### config.mk
export PLATFORM = sky130hd
export DESIGN_NAME = timestamped_frame_queue_unit
export DESIGN_NICKNAME = d
export VERILOG_FILES = /design/src/rtl/core/tfq_pkg.sv /design/src/rtl/core/tfq_regs.sv /design/src/rtl/core/tfq_div.sv /design/src/rtl/core/tfq_datapath.sv /design/src/rtl/core/tfq_ctrl.sv /design/src/rtl/core/timestamped_frame_queue_unit.sv
export VERILOG_INCLUDE_DIRS = /design/src /design/src/rtl/core
export SDC_FILE = /design/constraint.sdc
export NUM_CORES = 2
export LEC_CHECK = 0
export BUFFER_PORTS_ARGS = -buffer_cell sky130_fd_sc_hd__clkbuf_2
export CAP_MARGIN = 15
export CORE_ASPECT_RATIO = 0.6
export CORE_MARGIN = 4
export CORE_UTILIZATION = 50
export DETAILED_ROUTE_END_ITERATION = 8
export HOLD_SLACK_MARGIN = 0.02
export PLACE_DENSITY = 0.74
export SYNTH_ARGS = -nofsm -noshare
export SYNTH_HDL_FRONTEND = slang
export SYNTH_SLANG_ARGS = --single-unit
### constraint.sdc
create_clock -name clk -period 10.3 [get_ports clk]
set_clock_uncertainty 0.05 [all_clocks]
set_input_delay 0.515 -clock clk [delete_from_list [all_inputs] [get_ports clk]]
set_output_delay 0.515 -clock clk [all_outputs]
set_load 0.05 [all_outputs]
### src/rtl/core/timestamped_frame_queue_unit_macros.svh
// Assertion macros shared by the frame queue RTL.
// Needs nothing but a clock and an active-low reset at the place of use.
`ifndef TIMESTAMPED_FRAME_QUEUE_UNIT_MACROS_SVH
`define TIMESTAMPED_FRAME_QUEUE_UNIT_MACROS_SVH

// The consequent must hold in the same cycle as the antecedent.
`define TFQ_ASSERT_SAME(label, clk, rst_n, ante, cons) \
  label: assert property (@(posedge clk) disable iff (!rst_n) (ante) |-> (cons)) \
    else $error("frame queue check failed");

// The consequent must hold in the cycle after the antecedent.
`define TFQ_ASSERT_NEXT(label, clk, rst_n, ante, cons) \
  label: assert property (@(posedge clk) disable iff (!rst_n) (ante) |=> (cons)) \
    else $error("frame queue check failed");

`endif

### src/rtl/core/tfq_pkg.sv
// Shared types and constants of the timestamped frame queue.
// Used by every module of the block; depends on nothing.
package tfq_pkg;

  localparam int TIME_W    = 31;
  localparam int RATE_W    = 20;
  localparam int FRAME_W   = 32;
  localparam int MS_W      = 10;
  localparam int DEN_MS_W  = RATE_W + MS_W;
  localparam int PROD_W    = FRAME_W + DEN_MS_W;
  localparam int DIV_STEPS = PROD_W / 2;
  localparam int STEP_W    = $clog2(DIV_STEPS);
  localparam int FIELD_W   = 4;
  localparam int CFG_ADDR_W = 4;
  localparam int CFG_DATA_W = 32;

  localparam logic [MS_W-1:0]   MS_PER_S = MS_W'(1000);
  localparam logic [TIME_W-1:0] TIME_MAX = '1;

  typedef enum logic [1:0] {
    OP_ARRIVE = 2'd0,
    OP_UPDATE = 2'd1,
    OP_SEEK   = 2'd2
  } op_t;

  typedef enum logic [1:0] {
    REG_RATE_NUM = 2'd0,
    REG_RATE_DEN = 2'd1,
    REG_DURATION = 2'd2
  } reg_idx_t;

  typedef struct packed {
    logic [1:0]        operation;
    logic [TIME_W-1:0] time_ms;
  } in_item_t;

  typedef struct packed {
    logic               slot_valid;
    logic [FIELD_W-1:0] slot;
    logic [TIME_W-1:0]  frame_time_ms;
    logic               show_frame;
    logic               overwrote_oldest;
    logic [FIELD_W-1:0] occupancy;
  } out_item_t;

  typedef struct packed {
    logic [RATE_W-1:0] rate_num;
    logic [RATE_W-1:0] rate_den;
    logic [TIME_W-1:0] duration;
  } cfg_t;

  typedef enum logic [3:0] {
    ST_IDLE,
    ST_MUL_CONST,
    ST_MUL_FRAME,
    ST_DIV_GO,
    ST_DIV_WAIT,
    ST_COMMIT,
    ST_WALK,
    ST_CHECK,
    ST_SEEK,
    ST_DONE
  } ctl_state_t;

  typedef struct packed {
    logic capture;
    logic mul_const;
    logic mul_frame;
    logic div_start;
    logic commit;
    logic read_head;
    logic pop;
    logic seek;
    logic publish;
  } ctl_cmd_t;

  typedef struct packed {
    logic queued_nz;
    logic head_due;
    logic div_done;
    logic out_free;
  } ctl_sts_t;

endpackage

### src/rtl/core/tfq_regs.sv
// Configuration registers of the frame queue behind an APB-style port.
// Depends on tfq_pkg for the register map and the configuration struct.
module tfq_regs (
  input  logic                              clk,
  input  logic                              rst_n,
  input  logic                              cfg_psel,
  input  logic                              cfg_penable,
  input  logic                              cfg_pwrite,
  input  logic [tfq_pkg::CFG_ADDR_W-1:0]    cfg_paddr,
  input  logic [tfq_pkg::CFG_DATA_W-1:0]    cfg_pwdata,
  output logic [tfq_pkg::CFG_DATA_W-1:0]    cfg_prdata,
  output logic                              cfg_pready,
  output tfq_pkg::cfg_t                     cfg
);

  logic [tfq_pkg::RATE_W-1:0] num_r;
  logic [tfq_pkg::RATE_W-1:0] den_r;
  logic [tfq_pkg::TIME_W-1:0] dur_r;
  logic                       wr_en;

  assign cfg_pready = 1'b1;
  assign wr_en      = cfg_psel && cfg_penable && cfg_pwrite && cfg_pready;

  always_ff @(posedge clk) begin
    if (!rst_n) begin
      num_r <= tfq_pkg::RATE_W'(25);
      den_r <= tfq_pkg::RATE_W'(1);
      dur_r <= '0;
    end else if (wr_en) begin
      case (cfg_paddr[3:2])
        tfq_pkg::REG_RATE_NUM: num_r <= cfg_pwdata[tfq_pkg::RATE_W-1:0];
        tfq_pkg::REG_RATE_DEN: den_r <= cfg_pwdata[tfq_pkg::RATE_W-1:0];
        tfq_pkg::REG_DURATION: dur_r <= cfg_pwdata[tfq_pkg::TIME_W-1:0];
        default: ;
      endcase
    end
  end

  always_comb begin
    case (cfg_paddr[3:2])
      tfq_pkg::REG_RATE_NUM: cfg_prdata = tfq_pkg::CFG_DATA_W'(num_r);
      tfq_pkg::REG_RATE_DEN: cfg_prdata = tfq_pkg::CFG_DATA_W'(den_r);
      tfq_pkg::REG_DURATION: cfg_prdata = tfq_pkg::CFG_DATA_W'(dur_r);
      default:               cfg_prdata = '0;
    endcase
  end

  assign cfg.rate_num = num_r;
  assign cfg.rate_den = den_r;
  assign cfg.duration = dur_r;

endmodule

### src/rtl/core/tfq_div.sv
// Radix-4 restoring divider that produces two quotient bits per cycle.
// Depends on tfq_pkg for the operand widths and the step count.
module tfq_div (
  input  logic                        clk,
  input  logic                        rst_n,
  input  logic                        start,
  input  logic [tfq_pkg::PROD_W-1:0]  dividend,
  input  logic [tfq_pkg::RATE_W-1:0]  divisor,
  output logic [tfq_pkg::PROD_W-1:0]  quotient,
  output logic                        done
);

  logic [tfq_pkg::RATE_W-1:0] rem_r;
  logic [tfq_pkg::PROD_W-1:0] quo_r;
  logic [tfq_pkg::STEP_W-1:0] cnt_r;
  logic                       busy_r;
  logic                       done_r;

  logic [tfq_pkg::RATE_W:0]   trial_a;
  logic [tfq_pkg::RATE_W:0]   trial_b;
  logic [tfq_pkg::RATE_W-1:0] rem_a;
  logic [tfq_pkg::RATE_W-1:0] rem_b;
  logic                       bit_a;
  logic                       bit_b;

  always_comb begin
    trial_a = {rem_r, quo_r[tfq_pkg::PROD_W-1]};
    bit_a   = trial_a >= {1'b0, divisor};
    rem_a   = bit_a ? tfq_pkg::RATE_W'(trial_a - {1'b0, divisor})
                    : trial_a[tfq_pkg::RATE_W-1:0];
    trial_b = {rem_a, quo_r[tfq_pkg::PROD_W-2]};
    bit_b   = trial_b >= {1'b0, divisor};
    rem_b   = bit_b ? tfq_pkg::RATE_W'(trial_b - {1'b0, divisor})
                    : trial_b[tfq_pkg::RATE_W-1:0];
  end

  always_ff @(posedge clk) begin
    if (!rst_n) begin
      busy_r <= 1'b0;
      done_r <= 1'b0;
      cnt_r  <= '0;
    end else begin
      done_r <= 1'b0;
      if (start) begin
        busy_r <= 1'b1;
        cnt_r  <= '0;
      end else if (busy_r) begin
        cnt_r <= cnt_r + tfq_pkg::STEP_W'(1);
        if (cnt_r == tfq_pkg::STEP_W'(tfq_pkg::DIV_STEPS - 1)) begin
          busy_r <= 1'b0;
          done_r <= 1'b1;
        end
      end
    end
  end

  always_ff @(posedge clk) begin
    if (start) begin
      rem_r <= '0;
      quo_r <= dividend;
    end else if (busy_r) begin
      rem_r <= rem_b;
      quo_r <= {quo_r[tfq_pkg::PROD_W-3:0], bit_a, bit_b};
    end
  end

  assign quotient = quo_r;
  assign done     = done_r;

endmodule

### src/rtl/core/tfq_datapath.sv
// Datapath of the frame queue: ring state, slot time memory, timestamp
// arithmetic and the result register. Depends on tfq_pkg and tfq_div.
`include "timestamped_frame_queue_unit_macros.svh"

module tfq_datapath #(
  parameter int SLOTS = 12
) (
  input  logic                clk,
  input  logic                rst_n,
  input  tfq_pkg::in_item_t   in_payload,
  input  tfq_pkg::cfg_t       cfg,
  input  tfq_pkg::ctl_cmd_t   cmd,
  output tfq_pkg::ctl_sts_t   sts,
  input  logic                out_stall,
  output logic                out_valid,
  output tfq_pkg::out_item_t  out_payload
);

  localparam int IDX_W = $clog2(SLOTS);
  localparam int CNT_W = $clog2(SLOTS + 1);
  localparam int SUM_W = CNT_W + 1;

  logic [IDX_W-1:0]            head_r;
  logic [CNT_W-1:0]            count_r;
  logic [tfq_pkg::FRAME_W-1:0] frame_cnt_r;
  logic [tfq_pkg::TIME_W-1:0]  start_r;
  logic [tfq_pkg::FRAME_W-1:0] last_shown_r;

  logic [1:0]                  op_r;
  logic [tfq_pkg::TIME_W-1:0]  time_r;
  logic                        sel_valid_r;
  logic [IDX_W-1:0]            sel_slot_r;
  logic [tfq_pkg::TIME_W-1:0]  sel_time_r;
  logic                        over_r;

  logic [tfq_pkg::DEN_MS_W-1:0] den_ms_r;
  logic [tfq_pkg::PROD_W-1:0]   prod_r;

  logic [tfq_pkg::TIME_W-1:0]  slot_mem [SLOTS];
  logic [tfq_pkg::TIME_W-1:0]  rd_data_r;

  logic                        out_valid_r;
  tfq_pkg::out_item_t          out_payload_r;

  logic [tfq_pkg::RATE_W-1:0]  divisor;
  logic [tfq_pkg::PROD_W-1:0]  quotient;
  logic                        div_done;

  logic                        room;
  logic [SUM_W-1:0]            tail_sum;
  logic [IDX_W-1:0]            tail_slot;
  logic [IDX_W-1:0]            head_inc;
  logic [IDX_W-1:0]            wr_slot;
  logic [tfq_pkg::TIME_W:0]    time_sum;
  logic [tfq_pkg::TIME_W-1:0]  new_time;
  logic [tfq_pkg::TIME_W-1:0]  seek_time;
  logic                        show;

  assign divisor = (cfg.rate_num == '0) ? tfq_pkg::RATE_W'(1) : cfg.rate_num;

  tfq_div u_div (
    .clk      (clk),
    .rst_n    (rst_n),
    .start    (cmd.div_start),
    .dividend (prod_r),
    .divisor  (divisor),
    .quotient (quotient),
    .done     (div_done)
  );

  always_comb begin
    room      = count_r < CNT_W'(SLOTS);
    tail_sum  = SUM_W'(head_r) + SUM_W'(count_r);
    tail_slot = (tail_sum >= SUM_W'(SLOTS)) ? IDX_W'(tail_sum - SUM_W'(SLOTS))
                                            : IDX_W'(tail_sum);
    head_inc  = (head_r == IDX_W'(SLOTS - 1)) ? '0 : head_r + IDX_W'(1);
    wr_slot   = room ? tail_slot : head_r;
    time_sum  = {1'b0, start_r} + {1'b0, quotient[tfq_pkg::TIME_W-1:0]};
    new_time  = ((|quotient[tfq_pkg::PROD_W-1:tfq_pkg::TIME_W]) || time_sum[tfq_pkg::TIME_W])
                ? tfq_pkg::TIME_MAX : time_sum[tfq_pkg::TIME_W-1:0];
    seek_time = ((cfg.duration != '0) && (time_r > cfg.duration)) ? cfg.duration : time_r;
    show      = (op_r == tfq_pkg::OP_UPDATE) && sel_valid_r
                && ({1'b0, sel_time_r} != last_shown_r);
  end

  always_ff @(posedge clk) begin
    if (cmd.commit) begin
      slot_mem[wr_slot] <= new_time;
    end
    if (cmd.read_head) begin
      rd_data_r <= slot_mem[head_r];
    end
  end

  always_ff @(posedge clk) begin
    if (cmd.capture) begin
      op_r        <= in_payload.operation;
      time_r      <= in_payload.time_ms;
      sel_valid_r <= 1'b0;
      sel_slot_r  <= '0;
      sel_time_r  <= '0;
      over_r      <= 1'b0;
    end else if (cmd.commit) begin
      sel_valid_r <= 1'b1;
      sel_slot_r  <= wr_slot;
      sel_time_r  <= new_time;
      over_r      <= !room;
    end else if (cmd.pop) begin
      sel_valid_r <= 1'b1;
      sel_slot_r  <= head_r;
      sel_time_r  <= rd_data_r;
    end
    if (cmd.mul_const) begin
      den_ms_r <= tfq_pkg::DEN_MS_W'(cfg.rate_den) * tfq_pkg::DEN_MS_W'(tfq_pkg::MS_PER_S);
    end
    if (cmd.mul_frame) begin
      prod_r <= tfq_pkg::PROD_W'(frame_cnt_r) * tfq_pkg::PROD_W'(den_ms_r);
    end
    if (cmd.publish) begin
      out_payload_r.slot_valid       <= sel_valid_r;
      out_payload_r.slot             <= tfq_pkg::FIELD_W'(sel_slot_r);
      out_payload_r.frame_time_ms    <= sel_time_r;
      out_payload_r.show_frame       <= show;
      out_payload_r.overwrote_oldest <= over_r;
      out_payload_r.occupancy        <= tfq_pkg::FIELD_W'(count_r);
    end
  end

  always_ff @(posedge clk) begin
    if (!rst_n) begin
      head_r       <= '0;
      count_r      <= '0;
      frame_cnt_r  <= '0;
      start_r      <= '0;
      last_shown_r <= '1;
      out_valid_r  <= 1'b0;
    end else begin
      if (cmd.commit) begin
        frame_cnt_r <= frame_cnt_r + tfq_pkg::FRAME_W'(1);
        if (room) begin
          count_r <= count_r + CNT_W'(1);
        end else begin
          head_r <= head_inc;
        end
      end else if (cmd.pop) begin
        head_r  <= head_inc;
        count_r <= count_r - CNT_W'(1);
      end else if (cmd.seek) begin
        head_r       <= '0;
        count_r      <= '0;
        frame_cnt_r  <= '0;
        start_r      <= seek_time;
        last_shown_r <= '1;
      end
      if (cmd.publish && show) begin
        last_shown_r <= {1'b0, sel_time_r};
      end
      if (cmd.publish) begin
        out_valid_r <= 1'b1;
      end else if (!out_stall) begin
        out_valid_r <= 1'b0;
      end
    end
  end

  assign sts.queued_nz = count_r != '0;
  assign sts.head_due  = rd_data_r <= time_r;
  assign sts.div_done  = div_done;
  assign sts.out_free  = !out_valid_r || !out_stall;

  assign out_valid   = out_valid_r;
  assign out_payload = out_payload_r;

  `TFQ_ASSERT_SAME(a_count_bound, clk, rst_n, 1'b1, count_r <= CNT_W'(SLOTS))
  `TFQ_ASSERT_SAME(a_head_bound, clk, rst_n, 1'b1, head_r <= IDX_W'(SLOTS - 1))
  `TFQ_ASSERT_SAME(a_show_needs_slot, clk, rst_n, out_valid_r && out_payload_r.show_frame, out_payload_r.slot_valid)
  `TFQ_ASSERT_NEXT(a_pop_shrinks, clk, rst_n, cmd.pop, count_r == $past(count_r) - CNT_W'(1))

endmodule

### src/rtl/core/tfq_ctrl.sv
// Controller state machine of the frame queue; sequences the datapath.
// Depends on tfq_pkg for the state, command and status types.
`include "timestamped_frame_queue_unit_macros.svh"

module tfq_ctrl (
  input  logic               clk,
  input  logic               rst_n,
  input  logic               in_valid,
  input  logic [1:0]         in_operation,
  output logic               in_stall,
  input  tfq_pkg::ctl_sts_t  sts,
  output tfq_pkg::ctl_cmd_t  cmd
);

  tfq_pkg::ctl_state_t state_r;
  tfq_pkg::ctl_state_t state_nxt;

  always_ff @(posedge clk) begin
    if (!rst_n) begin
      state_r <= tfq_pkg::ST_IDLE;
    end else begin
      state_r <= state_nxt;
    end
  end

  always_comb begin
    state_nxt = state_r;
    case (state_r)
      tfq_pkg::ST_IDLE: begin
        if (in_valid) begin
          case (in_operation)
            tfq_pkg::OP_ARRIVE: state_nxt = tfq_pkg::ST_MUL_CONST;
            tfq_pkg::OP_UPDATE: state_nxt = tfq_pkg::ST_WALK;
            tfq_pkg::OP_SEEK:   state_nxt = tfq_pkg::ST_SEEK;
            default:            state_nxt = tfq_pkg::ST_DONE;
          endcase
        end
      end
      tfq_pkg::ST_MUL_CONST: state_nxt = tfq_pkg::ST_MUL_FRAME;
      tfq_pkg::ST_MUL_FRAME: state_nxt = tfq_pkg::ST_DIV_GO;
      tfq_pkg::ST_DIV_GO:    state_nxt = tfq_pkg::ST_DIV_WAIT;
      tfq_pkg::ST_DIV_WAIT: begin
        if (sts.div_done) begin
          state_nxt = tfq_pkg::ST_COMMIT;
        end
      end
      tfq_pkg::ST_COMMIT: state_nxt = tfq_pkg::ST_DONE;
      tfq_pkg::ST_WALK: begin
        state_nxt = sts.queued_nz ? tfq_pkg::ST_CHECK : tfq_pkg::ST_DONE;
      end
      tfq_pkg::ST_CHECK: begin
        state_nxt = sts.head_due ? tfq_pkg::ST_WALK : tfq_pkg::ST_DONE;
      end
      tfq_pkg::ST_SEEK: state_nxt = tfq_pkg::ST_DONE;
      tfq_pkg::ST_DONE: begin
        if (sts.out_free) begin
          state_nxt = tfq_pkg::ST_IDLE;
        end
      end
      default: state_nxt = tfq_pkg::ST_IDLE;
    endcase
  end

  always_comb begin
    cmd      = '0;
    in_stall = state_r != tfq_pkg::ST_IDLE;
    case (state_r)
      tfq_pkg::ST_IDLE:      cmd.capture   = in_valid;
      tfq_pkg::ST_MUL_CONST: cmd.mul_const = 1'b1;
      tfq_pkg::ST_MUL_FRAME: cmd.mul_frame = 1'b1;
      tfq_pkg::ST_DIV_GO:    cmd.div_start = 1'b1;
      tfq_pkg::ST_COMMIT:    cmd.commit    = 1'b1;
      tfq_pkg::ST_WALK:      cmd.read_head = sts.queued_nz;
      tfq_pkg::ST_CHECK:     cmd.pop       = sts.head_due;
      tfq_pkg::ST_SEEK:      cmd.seek      = 1'b1;
      tfq_pkg::ST_DONE:      cmd.publish   = sts.out_free;
      default: ;
    endcase
  end

  `TFQ_ASSERT_SAME(a_done_in_wait, clk, rst_n, sts.div_done, state_r == tfq_pkg::ST_DIV_WAIT)
  `TFQ_ASSERT_NEXT(a_publish_to_idle, clk, rst_n, cmd.publish, state_r == tfq_pkg::ST_IDLE)

endmodule

### src/rtl/core/timestamped_frame_queue_unit.sv
// Frame arrival runs two multiplies, then the 31-step radix-4 divider that forms the
// frame offset, then a commit of the slot time before the result is published.
// A clock update reads and pops each due slot in turn and stops at an empty ring or
// at a slot not yet due; a seek resets the ring, and the unused code only publishes.
// One request is in flight at a time; the result register frees the input.
// Synchronous active-low reset clears ring control; the slot memory is not cleared.
module timestamped_frame_queue_unit #(
  parameter int SLOTS = 12
) (
  input  logic                            clk,
  input  logic                            rst_n,
  input  logic                            in_valid,
  output logic                            in_stall,
  input  tfq_pkg::in_item_t               in_payload,
  output logic                            out_valid,
  input  logic                            out_stall,
  output tfq_pkg::out_item_t              out_payload,
  input  logic                            cfg_psel,
  input  logic                            cfg_penable,
  input  logic                            cfg_pwrite,
  input  logic [tfq_pkg::CFG_ADDR_W-1:0]  cfg_paddr,
  input  logic [tfq_pkg::CFG_DATA_W-1:0]  cfg_pwdata,
  output logic [tfq_pkg::CFG_DATA_W-1:0]  cfg_prdata,
  output logic                            cfg_pready
);

  tfq_pkg::cfg_t     cfg;
  tfq_pkg::ctl_cmd_t cmd;
  tfq_pkg::ctl_sts_t sts;

  tfq_regs u_regs (
    .clk         (clk),
    .rst_n       (rst_n),
    .cfg_psel    (cfg_psel),
    .cfg_penable (cfg_penable),
    .cfg_pwrite  (cfg_pwrite),
    .cfg_paddr   (cfg_paddr),
    .cfg_pwdata  (cfg_pwdata),
    .cfg_prdata  (cfg_prdata),
    .cfg_pready  (cfg_pready),
    .cfg         (cfg)
  );

  tfq_ctrl u_ctrl (
    .clk          (clk),
    .rst_n        (rst_n),
    .in_valid     (in_valid),
    .in_operation (in_payload.operation),
    .in_stall     (in_stall),
    .sts          (sts),
    .cmd          (cmd)
  );

  tfq_datapath #(
    .SLOTS (SLOTS)
  ) u_datapath (
    .clk         (clk),
    .rst_n       (rst_n),
    .in_payload  (in_payload),
    .cfg         (cfg),
    .cmd         (cmd),
    .sts         (sts),
    .out_stall   (out_stall),
    .out_valid   (out_valid),
    .out_payload (out_payload)
  );

endmodule
==> metrics.md <==
| Metric | Value |
|---|---|
| Final Max Slew Viols | `0` |
| Synth unique cells | `between 80 and 90` |
| FF+latch area | `23700 um2` |
| Leakage | `approximately 34 nW` |
| Clock buffer depth | `3` |
| Top cell type's share of synthesized area | `~27%` |
| Nature of the critical path startpoint | `register` |
| Footprint of the multi-input gates | `41000 um2` |
| Full die area | `146000 um2` |
| VDD IR-drop max | `between 200 and 250 uV` |
| Layout cells sized above 1 | `7.94%` |
| Final GP Congestion | `0.992` |
| Hold path startpoint | `cfg_pwdata[10]` |
| 1st-iter DRT viols | `6161` |
| Core Rows | `~110` |
| Most frequent cells after synthesis | `1109 x nand2_1, 1073 x inv_1, 823 x fa_1` |
| GR Util All Layers | `26.8%` |
| Hold Crit Class | `in2reg` |
| Worst Setup SP | `u_datapath.den_ms_r[14]` |
| Max_slew headroom | `15.4%` |
| F_max | `~110 MHz` |
| Clock Root Buffer | `clkbuf_16` |
| Non-Filler Instances | `8669` |
| R2R depth | `24` |
| Seq/Total Area, Yosys | `33.9%` |
| Initial Util | `50.7%` |
| Vias/cell | `5.84` |
| Antenna-violating nets left | `0` |
| Final worst-path cycle share | `84.6%` |
| Reg-to-reg startpoint | `u_datapath.den_ms_r[14]` |
| Final setup fails | `0` |
| Synth-to-Final Area Change | `8.06%` |
| Vias in the first global route | `50345` |
| DRC Markers | `0` |
| PD cells | `around 150 nW/um2` |
| Fin Setup TNS | `0 ns` |
| Die W | `491 um` |
| GRT overflow | `0` |
| Die height | `slightly below 300 um` |
| Min-Delay Path Depth | `3` |
| Cells after synthesis | `between 6000 and 7000` |
| Fin nets | `8092` |
| CTS tree | `done` |
| Required time of the critical path | `10.67 ns` |
| CTS sink cnt | `869` |
| First-pass GRT wire length | `302000 um` |
| Fill cell count | `11458` |
| Total setup buffers inserted after CTS | `0` |
| Antenna violations before repair | `8` |
| #FFs+latches synth | `869` |
| Clk pin slew, worst setup/hold paths | `0.06 ns` |
| Worst-margin pin slew | `roughly 1.3 ns` |
| Min Hold Slack | `0.0501 ns` |
| Via count | `50639` |
| Largest net degree at the start of global routing | `74` |
| Detailed placement HPWL | `147000 um` |
| CP max FO | `17` |
| Final hold violation count | `0` |
| Crit end category | `register` |
| Core area | `138000 um2` |
| Post-route minimum period | `approximately 8.7 ns` |
| Avg WL per Cell | `about 23 um` |
| WS Path Type | `reg2reg` |
| Net count of the mapped netlist | `between 8000 and 9000` |
| Post-Place Cells | `8485` |
| Ys async rst share | `0%` |
| Prevailing post-synth register cell | `edfxtp_1` |
| Mean Syn Cell Area | `~10 um2` |
| Post-synth EDFFs | `626` |
| CTS buffer count | `78` |
| Clk_lat worst skew | `0.69 ns` |
| Power, Total | `0.0113 W` |
| Area contributors post-synth | `edfxtp_1 27%, fa_1 24%, ha_1 7.3%` |
| RSZ-0062 raised after global routing | `false` |
| Routed WL | `197000 um` |
| H-tree depth | `3` |
| Synth warn | `0` |
| Synth Cell Area | `69900 um2` |
| Synth area leader | `edfxtp_1` |
| Run status | `completed` |
| Number of max-cap violations | `0` |
| Count leader, synth | `nand2_1` |
| 1st-pass router iterations | `6` |
| # port buffers | `147` |
| Crit path DAT | `~9 ns` |
| IO Pins | `153` |
## registers in the layout, summed over array words and instances, names as in the netlist, 2 cells and up
name                       count
u_datapath.rd_data_r          31
u_datapath.sel_time_r         31
u_datapath.u_div.cnt_r         5
u_datapath.last_shown_r       32
u_datapath.time_r             31
u_datapath.den_ms_r           27
u_datapath.sel_slot_r          4
u_datapath.out_payload        42
u_datapath.slot_mem          372
u_datapath.u_div.rem_r        20
u_datapath.head_r              4
u_datapath.u_div.quotient     62
u_datapath.start_r            31
u_datapath.prod_r             59
u_regs.den_r                  20
u_datapath.frame_cnt_r        32
u_regs.dur_r                  31
u_datapath.count_r             4
u_datapath.op_r                2
u_ctrl.state_r                 4
u_regs.num_r                  20
## area by class of cell
type                            count  area share [%]
Multi-Input combinational cell   4472            54.3
Clock inverter                     41           0.581
Sequential cell                   869            31.4
Timing Repair Buffer              291            2.56
Clock buffer                      101            2.84
Inverter                         1074            5.34
Tap cell                         1819            3.01
Antenna cell                        2         0.00663
## through the flow
step / utilization, % / setup slack (ns) / cell area [um2]
4_1_cts: 54.8 / 1.68 / 75500
5_1_grt: 54.8 / 1.33 / 75500
6_report: 54.8 / 1.58 / 75500
2_1_floorplan: - / 2.94 / 69900
3_3_place_gp: 52.6 / 1.87 / 72500
3_5_place_dp: 52.6 / 1.74 / 72500
## cells by family after synthesis
group | share of synthesized area [%]
compound gates | 8.12
xor+xnor | 2.07
fa+ha+maj | 30.9
buf+inv | 7.73
flops | 33.9
mux | 4.55
other cells | 0.0107
simple gates | 12.8
## per-layer routing
metal,routed length [um],part of all wire [%],GRT usage (%)
met3,32100,16,11.0
met4,4400,2.2,5.73
met1,83900,43,40.8
met2,76300,39,35.4
met5,27,0.014,0
## critical path: stages (launching register included)
cell      delay [ns]
edfxtp_1        0.96
buf_4           0.40
and2_1          0.18
fa_1            0.44
fa_1            0.53
inv_1           0.05
fa_1            0.47
fa_1            0.52
inv_1           0.06
fa_1            0.52
fa_1            0.50
inv_1           0.05
fa_1            0.74
inv_1           0.09
ha_1            0.41
a21o_1          0.20
a21o_1          0.18
a21oi_2         0.15
o21ai_1         0.10
a221o_1         0.33
a211o_1         0.30
a21o_1          0.22
o41ai_2         0.64
mux2i_1         0.26
nand4_1         0.08
## layout by cell type (no fill, tap or decap), drive strengths merged, types with 34 or more instances in the layout
master | synthesis | routed
and2 | 335 | 335
dlygate4sd3 | 0 | 39
a21o | 93 | 93
a21oi | 290 | 290
ha | 407 | 407
mux2i | 104 | 104
edfxtp | 626 | 626
fa | 823 | 823
a22oi | 34 | 34
a211oi | 53 | 53
nor3 | 43 | 43
nand2 | 1109 | 1109
nand3 | 63 | 63
o21ai | 244 | 244
mux4 | 93 | 93
clkbuf | 316 | 247
inv | 1073 | 1081
dfxtp | 243 | 243
nor4 | 40 | 40
xor2 | 89 | 89
xnor2 | 76 | 76
buf | 36 | 106
nor2 | 211 | 211
nand4 | 49 | 49
## power by group
group | leakage (nW) | total [W] | internal (W) | switching (W)
sequential | 8.65 | 0.00454 | 0.00412 | 0.000421
combinational | 24.1 | 0.00375 | 0.00136 | 0.00239
clock | 1.25 | 0.00303 | 0.00162 | 0.00141
## what timing repair did
| action | 4_1_cts | 5_1_grt |
|---|---|---|
| hold endpoints to repair | 39 | 0 |
| resized for setup | 0 | 0 |
| hold buffers | 39 | 0 |
## final timing paths
path                                      to  slack [ns]
setup / recovery       u_datapath.prod_r[61]        1.58
setup reg to reg       u_datapath.prod_r[61]        1.58
hold reg to reg   u_datapath.out_payload[40]        0.39
hold / removal              u_regs.num_r[10]        0.05
(Power assumes the default switching activity.)
